### config.mk
export PLATFORM = sky130hd
export DESIGN_NAME = fpit_ram
export DESIGN_NICKNAME = d
export VERILOG_FILES = /design/src/rtl/fpit_ram.sv
export SDC_FILE = /design/constraint.sdc
export NUM_CORES = 1
export LEC_CHECK = 0
export BUFFER_PORTS_ARGS = -buffer_cell sky130_fd_sc_hd__buf_2
export CORE_MARGIN = 2
export CORE_UTILIZATION = 34
export DETAILED_ROUTE_END_ITERATION = 6
export GPL_TIMING_DRIVEN = 0
export SLEW_MARGIN = 20
export SYNTH_ARGS = -nofsm -noshare
export SYNTH_HDL_FRONTEND = slang
export SYNTH_SLANG_ARGS = --single-unit
### constraint.sdc
create_clock -name i_clk -period 2.15 [get_ports i_clk]
set_clock_uncertainty 0.05 [all_clocks]
set_input_delay 0.43 -clock i_clk [delete_from_list [all_inputs] [get_ports i_clk]]
set_output_delay 0.43 -clock i_clk [all_outputs]
set_load 0.02 [all_outputs]
### src/rtl/fpit_ram.sv
// Generic single-port RAM with registered read.
// No dependencies.
`default_nettype none
module fpit_ram #(
    parameter int unsigned WIDTH = 8,
    parameter int unsigned DEPTH = 16
) (
    input  wire logic                     i_clk,
    input  wire logic                     i_we,
    input  wire logic [$clog2(DEPTH)-1:0] i_addr,
    input  wire logic [WIDTH-1:0]         i_wdata,
    output logic      [WIDTH-1:0]         o_rdata
);
    logic [WIDTH-1:0] r_mem [DEPTH];

    // registered read, old data returned on a write to the same address
    always_ff @(posedge i_clk) begin
        if (i_we) r_mem[i_addr] <= i_wdata;
        o_rdata <= r_mem[i_addr];
    end
endmodule
`default_nettype wire

==> run_results.csv, run 1 <==
group,metric,value,unit
outcome,outcome,"complete, but fails checks",
outcome,violations,"negative setup slack",
sta,relSlewSlack,0.456,
die,die_w,126,um
min_path,min_path_cells,1,
final_layout,area_growth,20.0,%
sta,hold_viol,0,
final_layout,num_antenna_cells,0,
synth,synth_top_area_frac,0.759,
die,die-area,15900,um2
clocking,cts_tree,"yes",
grt,grt_max_degree,17,
synth,synth_mux_area_frac,0.142,
die,die_y,126,um
min_path,hold_class,"primary input to flip-flop",
synth,ys.flop_type,"edfxtp_1",
sta,max_freq,452,MHz
routing,routed_wl,10100,um
synth,yosys_warnings,0,
sta,finalSetupViolCount,35,
synth,syn_nets,244,
die,ios,22,
place,dpl_cell_area,5410,um2
worst_setup_path,startpoint_type,"primary input",
routing,drc_errors,0,
sta,tns,-1.22,ns
synth,synth_area,5070,um2
sta,min_period,2.21,ns
power_and_ir_drop,power_density,1070,nW/um2
worst_setup_path,cp.required,2.14,ns
worst_setup_path,r2r_start,"r_mem[7][2]",
synth,synth_seq_area_share,0.790,
min_path,holdPathEnd,"r_mem[9][1]",
clocking,numCtsBuffers,17,
routing,drt_iter0_drc,250,
power_and_ir_drop,vdd_drop_max,572,uV
worst_setup_path,reg2reg_depth,3,
worst_setup_path,reg2reg_slack,0.74,ns
synth,synthTopCellsByCount,"edfxtp_1 (128), mux4_2 (32), a22oi_1 (16), nor2_1 (13), nand2_1 (9)",
power_and_ir_drop,p_sw_frac,0.193,
worst_setup_path,cp.arrival,2.20,ns
final_layout,drive_gt1_frac,0.338,
clocking,cts_buffer_depth,2,
min_path,hold_start,"i_wdata[1]",
routing,ant_nets,0,
routing,route.vias.total,2365,
clocking,path_clk_slew,0.06,ns
worst_setup_path,regToRegEndpoint,"o_rdata[2]",
clocking,post-cts-setup-buffer-count,0,
job,max-cap-violations,0,
final_layout,fin_nets,282,
power_and_ir_drop,p_int,5230,uW
sta,rsz0062_at_grt,"yes",
power_and_ir_drop,power.switching,1250,uW
sta,worst_slack,-0.0615,ns
synth,synth_compound_area_frac,0.0237,
place,hpwl,6340,um
synth,synthSimpleGateAreaFrac,0.0321,
routing,via_per_inst,5.09,
clocking,cts_max_level,4,
worst_setup_path,criticalPathCategory,"primary input to flip-flop",
grt,antenna_found_initial,0,
power_and_ir_drop,comb_power_share,0.047,
synth,synth_cells,230,
grt,grt_pass1_wl,15200,um
synth,synth_edf_count,128,
final_layout,fin_area,6080,um2
synth,synth_top_family_by_area,"multiplexers",
clocking,cts_root_buf,"clkbuf_16",
worst_setup_path,critPathCaptureType,"flip-flop",
synth,yosysMostFrequentCell,"edfxtp_1",
die,start_util,0.349,
place,post-place-ws,-0.452,ns
synth,synth_area_per_cell,22.0,um2
synth,yosysTopAreaCell,"edfxtp_1",
power_and_ir_drop,power_frac_clock,0.494,
die,core_area,14500,um2
die,std_cell_rows,44,
routing,first_pass_iters,4,
clocking,cts.sinks,136,
place,port_buffers,19,
synth,synthTopCellsByArea,"edfxtp_1 (76%), mux4_2 (14%), dfxtp_1 (3.2%)",
grt,grt_pass1_vias,2410,
sta,hold_ws,0.376,ns
grt,grt.overflow.total,0,
synth,synth-adder-area-share,0,
power_and_ir_drop,p_seq_frac,0.459,
synth,synth_cell_types,18,
synth,ys_async_sr_fraction,0,
power_and_ir_drop,p_leak,0.00196,uW
worst_setup_path,cp_max_fo,10,
sta,worstMarginPinSlew,0.813,ns
place,gp_congestion,0.682,
routing,wire_per_inst,21.6,um
sta,drv_slew,0,
synth,yosys.area_share.xor_xnor,0,
synth,synth-seq-cells,136,
clocking,hold_buffers,0,
clocking,clk_latency,0.41,ns
sta,finalCritPeriodShare,1.03,
grt,grtUsageTotal,0.135,
==> timing repair <==
item,CTS,global route
gates resized for setup,0,3
setup endpoints to repair,24,64
pin swaps,0,0
==> metrics by stage <==
step,utilization,instances,power (uW)
4_1_cts,0.418,465,6520
3_5_place_dp,0.372,433,3340
2_1_floorplan,-,230,3210
5_1_grt,0.419,465,6650
6_report,0.419,465,6480
3_3_place_gp,0.371,433,3330
==> power by group through the flow <==
stage          registers [uW]  logic [uW]  clock network (uW)
2_1_floorplan            3050         153                   0
3_3_place_gp             3030         297                   0
3_5_place_dp             3030         305                   0
4_1_cts                  2980         306                3230
5_1_grt                  2980         328                3340
6_report                 2980         302                3200
==> cells by family after synthesis <==
| kind of cell | count (synthesis) |
|---|---|
| AO/OA/AOI/OAI | 16 |
| buffers and inverters | 11 |
| flip-flops | 136 |
| multiplexers | 32 |
| AND/OR/NAND/NOR | 35 |
==> per-layer routing <==
metal | routed length [um] | track usage | part of all wire | up-vias
li1 | - | - | - | 1039
met1 | 4490 | 0.193 | 0.45 | 1234
met2 | 4670 | 0.196 | 0.46 | 77
met3 | 762 | 0.0357 | 0.076 | 15
met4 | 140 | 0.0582 | 0.014 | 0
met5 | 0 | 0 | 0 | -
==> layout by cell type, fill, tap and decap left out, drive strengths merged, types with 4 or more instances in the layout <==
master / instances
edfxtp: 128
mux4: 32
buf: 27
clkbuf: 24
a22oi: 16
nor2: 13
nand2: 9
dfxtp: 8
bufinv: 5
nor3: 4
==> how the worst max path moves through the flow <==
stage | startpoint | end | slack, ns | cells past startpoint
6_report | i_addr[1] | r_mem[3][7] | -0.06 | 4
5_1_grt | i_addr[1] | r_mem[14][0] | -0.16 | 4
4_1_cts | i_addr[1] | r_mem[7][0] | -0.03 | 4
3_5_place_dp | i_addr[1] | r_mem[3][7] | -0.45 | 4
3_3_place_gp | i_addr[2] | r_mem[0][7] | -0.44 | 3
2_1_floorplan | i_addr[2] | r_mem[0][0] | 0.18 | 2
==> area by class of cell <==
type	count	area, um2
Clock buffer	21	470
Buffer	11	60.1
Clock inverter	11	193
Multi-Input combinational cell	83	1030
Fill cell	1286	8450
Timing Repair Buffer	19	95.1
Sequential cell	136	4000
Tap cell	184	230
==> sequential cells by signal, summed over array words and instances, names as in the netlist <==
signal and count:
r_mem 128, o_rdata 8
==> worst max-delay path, cell delays in order <==
cell and delay, ns:
buf_2 0.28, buf_1 0.52, nand2_1 0.26, nor2_1 0.70
(Power assumes the default switching activity.)
==> inputs of run 2 (changes only) <==
--- a/config.mk
+++ b/config.mk
@@ -5,6 +5,7 @@
 export SDC_FILE = /design/constraint.sdc
 export NUM_CORES = 1
 export LEC_CHECK = 0
+export ABC_AREA = 1
 export BUFFER_PORTS_ARGS = -buffer_cell sky130_fd_sc_hd__buf_2
 export CORE_MARGIN = 2
 export CORE_UTILIZATION = 34
==> run 2 against run 1 <==
Against the previous run:
- the flow now finishes without violations
- combinational power rose by 26%
- global-route usage up 1.4 points
- utilization shrank 0.97 points
- non-clock buffer count grew 11
- routed wire length grew 22%
==> run_results.csv, run 2 <==
group,metric,value,unit
final_layout,area_growth,17.0,%
synth,ys_async_sr_fraction,0,
clocking,post-cts-setup-buffer-count,0,
power_and_ir_drop,p_leak,0.00278,uW
routing,drt_iter0_drc,251,
grt,grt_pass1_wl,19400,um
final_layout,nFillCells,1572,
die,core_area,16000,um2
die,die-area,17500,um2
final_layout,reg_top3,"r_mem x128, o_rdata x8",
clocking,numCtsBuffers,17,
synth,yosysMostFrequentCell,"nand2_1",
final_layout,fin_nets,601,
grt,grt_pass1_vias,3578,
final_layout,drive_gt1_frac,0.117,
min_path,hold_class,"primary input to flip-flop",
power_and_ir_drop,vdd_drop_max,513,uV
routing,via_per_inst,4.44,
grt,grtUsageTotal,0.149,
routing,ant_nets,0,
clocking,cts_max_level,4,
sta,rsz0062_at_grt,"yes",
sta,hold_viol,0,
clocking,clk_latency,0.42,ns
synth,synthTopCellsByArea,"edfxtp_1 (69%), nand2_1 (23%), dfxtp_1 (2.9%)",
clocking,path_clk_slew,0.06,ns
sta,hold_ws,0.399,ns
routing,drc_errors,0,
routing,first_pass_iters,5,
routing,routed_wl,12200,um
sta,finalSetupViolCount,0,
job,max-cap-violations,0,
worst_setup_path,cp_max_fo,10,
die,start_util,0.350,
sta,finalCritPeriodShare,0.927,
final_layout,num_antenna_cells,0,
outcome,outcome,"complete, no violations",
worst_setup_path,cp.required,2.15,ns
sta,max_freq,502,MHz
clocking,hold_buffers,0,
worst_setup_path,startpoint_type,"primary input",
worst_setup_path,critPathCaptureType,"flip-flop",
synth,syn_nets,562,
final_layout,mostFrequentLayoutCells,"nand2_1 (346), edfxtp_1 (128), buf_2 (32)",
worst_setup_path,cp.arrival,1.99,ns
synth,ys.flop_type,"edfxtp_1",
die,std_cell_rows,46,
clocking,cts_buffer_depth,2,
clocking,ctsResizeCount,0,
synth,synth_cells,548,
clocking,cts.sinks,136,
routing,route.vias.total,3619,
synth,yosysTopAreaCell,"edfxtp_1",
sta,drv_slew,0,
synth,synth_top_area_frac,0.687,
die,die_w,132,um
place,hpwl,8030,um
synth,synth_seq_area_share,0.716,
grt,antenna_found_initial,0,
routing,wire_per_inst,15.0,um
grt,grt_max_degree,17,
clocking,cts_tree,"yes",
synth,synthTopCellsByCount,"nand2_1 (346), edfxtp_1 (128), inv_1 (21), nor2_1 (18), buf_2 (12)",
die,ios,22,
power_and_ir_drop,power_density,941,nW/um2
place,port_buffers,20,
synth,synth_area_per_cell,10.2,um2
synth,synth-seq-cells,136,
final_layout,regMostFlops,"r_mem",
sta,worstMarginPinSlew,0.799,ns
worst_setup_path,criticalPathCategory,"primary input to flip-flop",
place,numPlacedInstances,784,
sta,relSlewSlack,0.466,
grt,grt.overflow.total,0,
sta,min_period,1.99,ns
synth,yosys_warnings,0,
final_layout,layout_commonest_cell,"nand2_1",
final_layout,fin_area,6540,um2
final_layout,largest_register_ffs,128,
synth,synth_area,5590,um2
synth,synth_cell_types,11,
die,die_y,132,um
place,dpl_cell_area,5960,um2
final_layout,layout.cells.non_filler,816,
clocking,cts_root_buf,"clkbuf_16",
synth,synth_edf_count,128,
place,gp_congestion,0.859,
-- run 2: worst max-delay path, stage by stage --
cell and delay, ns:
buf_2 0.17, clkbuf_1 0.41, nand3_1 0.28, nor2_1 0.69
-- run 2: path summary, 6_finish.rpt --
kind                             startpoint     endpoint  slack [ns]  cells past startpoint
worst max-delay path              i_addr[1]  r_mem[3][7]        0.16                      4
worst min-delay path             i_wdata[2]  r_mem[3][2]        0.40                      1
worst max register to register  r_mem[3][2]   o_rdata[2]        1.08                      8
worst min register to register  r_mem[8][7]   o_rdata[7]        0.67                      8
-- run 2: cell families (layout without fill, tap and decap cells) --
group | count (synthesis) | in the layout | share of synthesized area
flops | 136 | 136 | 0.716
buf+inv | 44 | 96 | 0.0362
simple gates | 368 | 368 | 0.248
-- run 2: per-stage QoR --
step | setup slack, ns | util | power [uW] | TNS, ns
after floorplan | 0.293 | - | 3260 | 0
after global placement | -0.222 | 0.373 | 3410 | -20.86
after detailed placement | -0.286 | 0.373 | 3420 | -26.35
after CTS | 0.148 | 0.409 | 6200 | 0
after global routing | -0.00953 | 0.409 | 6390 | -0.0661
final | 0.156 | 0.409 | 6160 | 0
-- run 2: routing by layer --
layer	wire [um]	GRT usage	vias up
met2	5990	0.246	88
met3	597	0.0369	8
met5	0	0	-
met4	119	0.0448	0
li1	-	-	1830
met1	5540	0.195	1693
-- run 2: power breakdown --
part           internal, uW  switching [uW]
Clock                  1700            1100
Combinational           102             278
Sequential             2960            14.3
-- run 2: layout make-up --
type                       instances  area [um2]  share of cell area
multi-input combinational        368        1390               0.212
clock inverter                    15         154              0.0235
timing repair buffer              20         100              0.0153
sequential                       136        4000               0.612
tap                              216         270              0.0413
clock buffer                      17         425              0.0650
buffer                            21         116              0.0178
inverter                          23        86.3              0.0132
==> inputs of run 3 (changes only) <==
--- a/config.mk
+++ b/config.mk
@@ -7,6 +7,7 @@
 export LEC_CHECK = 0
 export ABC_AREA = 1
 export BUFFER_PORTS_ARGS = -buffer_cell sky130_fd_sc_hd__buf_2
+export CORE_ASPECT_RATIO = 0.8
 export CORE_MARGIN = 2
 export CORE_UTILIZATION = 34
 export DETAILED_ROUTE_END_ITERATION = 6
==> constraint.sdc (replaced) <==
create_clock -name i_clk -period 2.55 [get_ports i_clk]
set_clock_uncertainty 0.05 [all_clocks]
set_input_delay 0.51 -clock i_clk [delete_from_list [all_inputs] [get_ports i_clk]]
set_output_delay 0.51 -clock i_clk [all_outputs]
set_load 0.1 [all_outputs]
==> run 3 against run 2 <==
Against the previous run:
- utilization about the same
- worst hold slack better by 0.067 ns
- largest power group unchanged
- first-iteration DRC count up 1.6%
- final cell count down 0.12%
- power down 15%
- critical path type unchanged
- setup slack better by 0.19 ns
- global-route usage up 0.41 points
- via count up 0.41%
- die area about the same
- largest cell class unchanged
- sequential share of layout area up 0.16 points
- combinational power up 8.7%
- clock-buffer cell count up 1
==> run_results.csv, run 3 (synthesis results as in run 2) <==
group,metric,value,unit
final_layout,mostFrequentLayoutCells,"nand2_1 (346), edfxtp_1 (128), buf_2 (32)",
die,core_area,16000,um2
worst_setup_path,slowest_delay,0.76,ns
grt,grt_max_degree,17,
power_and_ir_drop,power_frac_clock,0.442,
sta,hold_viol,0,
sta,finalSetupViolCount,0,
clocking,cts_tree,"yes",
power_and_ir_drop,power_density,804,nW/um2
worst_setup_path,criticalPathCategory,"primary input to flip-flop",
final_layout,nFillCells,1497,
place,port_buffers,20,
clocking,ctsResizeCount,0,
final_layout,largest_register_ffs,128,
routing,drt_iter0_drc,255,
routing,ant_nets,0,
job,max-cap-violations,0,
power_and_ir_drop,vdd_drop_max,457,uV
worst_setup_path,worst-path-stages,4,
sta,rsz0062_at_grt,"no",
clocking,cts_root_buf,"clkbuf_16",
worst_setup_path,crit_buf_inv,2,
sta,worstMarginPinSlew,0.894,ns
routing,via_per_inst,4.46,
final_layout,reg_top3,"r_mem x128, o_rdata x8",
worst_setup_path,r2r_start,"r_mem[7][4]",
die,start_util,0.351,
worst_setup_path,cp_max_fo,10,
outcome,outcome,"complete, no violations",
grt,grt.overflow.total,0,
grt,grt_pass1_vias,3570,
final_layout,regMostFlops,"r_mem",
power_and_ir_drop,comb_power_share,0.079,
worst_setup_path,reg2reg_depth,8,
routing,first_pass_iters,5,
place,gp_congestion,0.818,
clocking,post-cts-setup-buffer-count,0,
final_layout,seq_area,4000,um2
worst_setup_path,reg2reg_slack,1.44,ns
worst_setup_path,cp.arrival,2.19,ns
sta,relSlewSlack,0.402,
place,numPlacedInstances,783,
final_layout,drive_gt1_frac,0.113,
power_and_ir_drop,p_seq_frac,0.479,
die,die_w,147,um
place,hpwl,8290,um
worst_setup_path,critPathCaptureType,"flip-flop",
power_and_ir_drop,power.switching,1240,uW
worst_setup_path,startpoint_type,"primary input",
grt,antenna_found_initial,0,
worst_setup_path,worstSetupStartpoint,"i_addr[1]",
final_layout,multi_input_area,1390,um2
sta,min_period,2.21,ns
die,ios,22,
clocking,hold_buffers,0,
final_layout,fin_nets,601,
min_path,hold_class,"primary input to flip-flop",
die,die-area,17500,um2
power_and_ir_drop,p_leak,0.00278,uW
final_layout,layout.cells.non_filler,815,
worst_setup_path,slowest_stage,"nor2_1",
clocking,clk_latency,0.42,ns
worst_setup_path,crit_family,"simple AND/OR/NAND/NOR gates",
clocking,cts_max_level,4,
routing,drc_errors,0,
final_layout,layout_commonest_cell,"nand2_1",
grt,grt_pass1_wl,19400,um
final_layout,area_growth,16.7,%
sta,hold_ws,0.466,ns
die,die_y,119,um
routing,routed_wl,12500,um
worst_setup_path,regToRegEndpoint,"o_rdata[4]",
worst_setup_path,crit_path_end,"r_mem[2][5]",
sta,finalCritPeriodShare,0.865,
clocking,cts.sinks,136,
clocking,numCtsBuffers,17,
worst_setup_path,cp_cell_sequence,"buf_2, clkbuf_1, nand3_1, nor2_1",
sta,max_freq,454,MHz
worst_setup_path,cp.required,2.54,ns
grt,grtUsageTotal,0.153,
power_and_ir_drop,p_int,4010,uW
die,std_cell_rows,41,
routing,wire_per_inst,15.3,um
clocking,cts_buffer_depth,2,
sta,drv_slew,0,
final_layout,final_core_util,0.409,
routing,route.vias.total,3634,
clocking,path_clk_slew,0.06,ns
final_layout,num_antenna_cells,0,
power_and_ir_drop,p_sw_frac,0.236,
## run 3: changes by cell type in the layout (fill, tap and decap cells not counted), sizes merged
| cell | delta |
|---|---|
| inv | -1 |
| clkinvlp | -1 |
| clkbuf | +1 |
| clkinv | +1 |
## run 3: power by group through the flow
stage | logic (uW) | registers (uW) | clock network (uW)
finish | 413 | 2510 | 2320
global route | 456 | 2520 | 2460
CTS | 415 | 2510 | 2350
detailed placement | 413 | 2560 | 0
global placement | 410 | 2560 | 0
floorplan | 172 | 2670 | 0
## run 3: worst min path at each step
stage / startpoint / to / slack (ns) / cells past startpoint
after global placement: r_mem[12][5] / o_rdata[5] / 0.67 / 8
after floorplan: i_wdata[0] / r_mem[0][0] / 0.56 / 0
after detailed placement: r_mem[10][2] / o_rdata[2] / 0.66 / 8
after global routing: i_wdata[7] / r_mem[6][7] / 0.47 / 1
final: i_wdata[7] / r_mem[6][7] / 0.47 / 1
after CTS: i_wdata[7] / r_mem[6][7] / 0.45 / 1
## run 3: final cells by class
cell class,count,area share
multi-input combinational,368,0.212
clock inverter,14,0.0205
timing repair buffer,20,0.0153
clock buffer,18,0.0658
inverter,23,0.0132
buffer,21,0.0178
tap,215,0.0412
sequential,136,0.614
## run 3: routing by layer
layer	vias up	routed length, um	GRT usage	share of wire
met5	-	0	0	0
met3	13	634	0.0351	0.051
met2	86	5740	0.237	0.46
li1	1828	-	-	-
met4	0	116	0.0523	0.0093
met1	1707	5960	0.213	0.48
## run 3: stage by stage
stage | worst slack [ns] | total power, uW | area [um2] | TNS, ns
3_5_place_dp | -0.0583 | 2970 | 5960 | -0.621
4_1_cts | 0.371 | 5280 | 6530 | 0
2_1_floorplan | 0.613 | 2840 | 5590 | 0
5_1_grt | 0.267 | 5440 | 6530 | 0
6_report | 0.345 | 5250 | 6530 | 0
3_3_place_gp | 0.0183 | 2970 | 5960 | 0
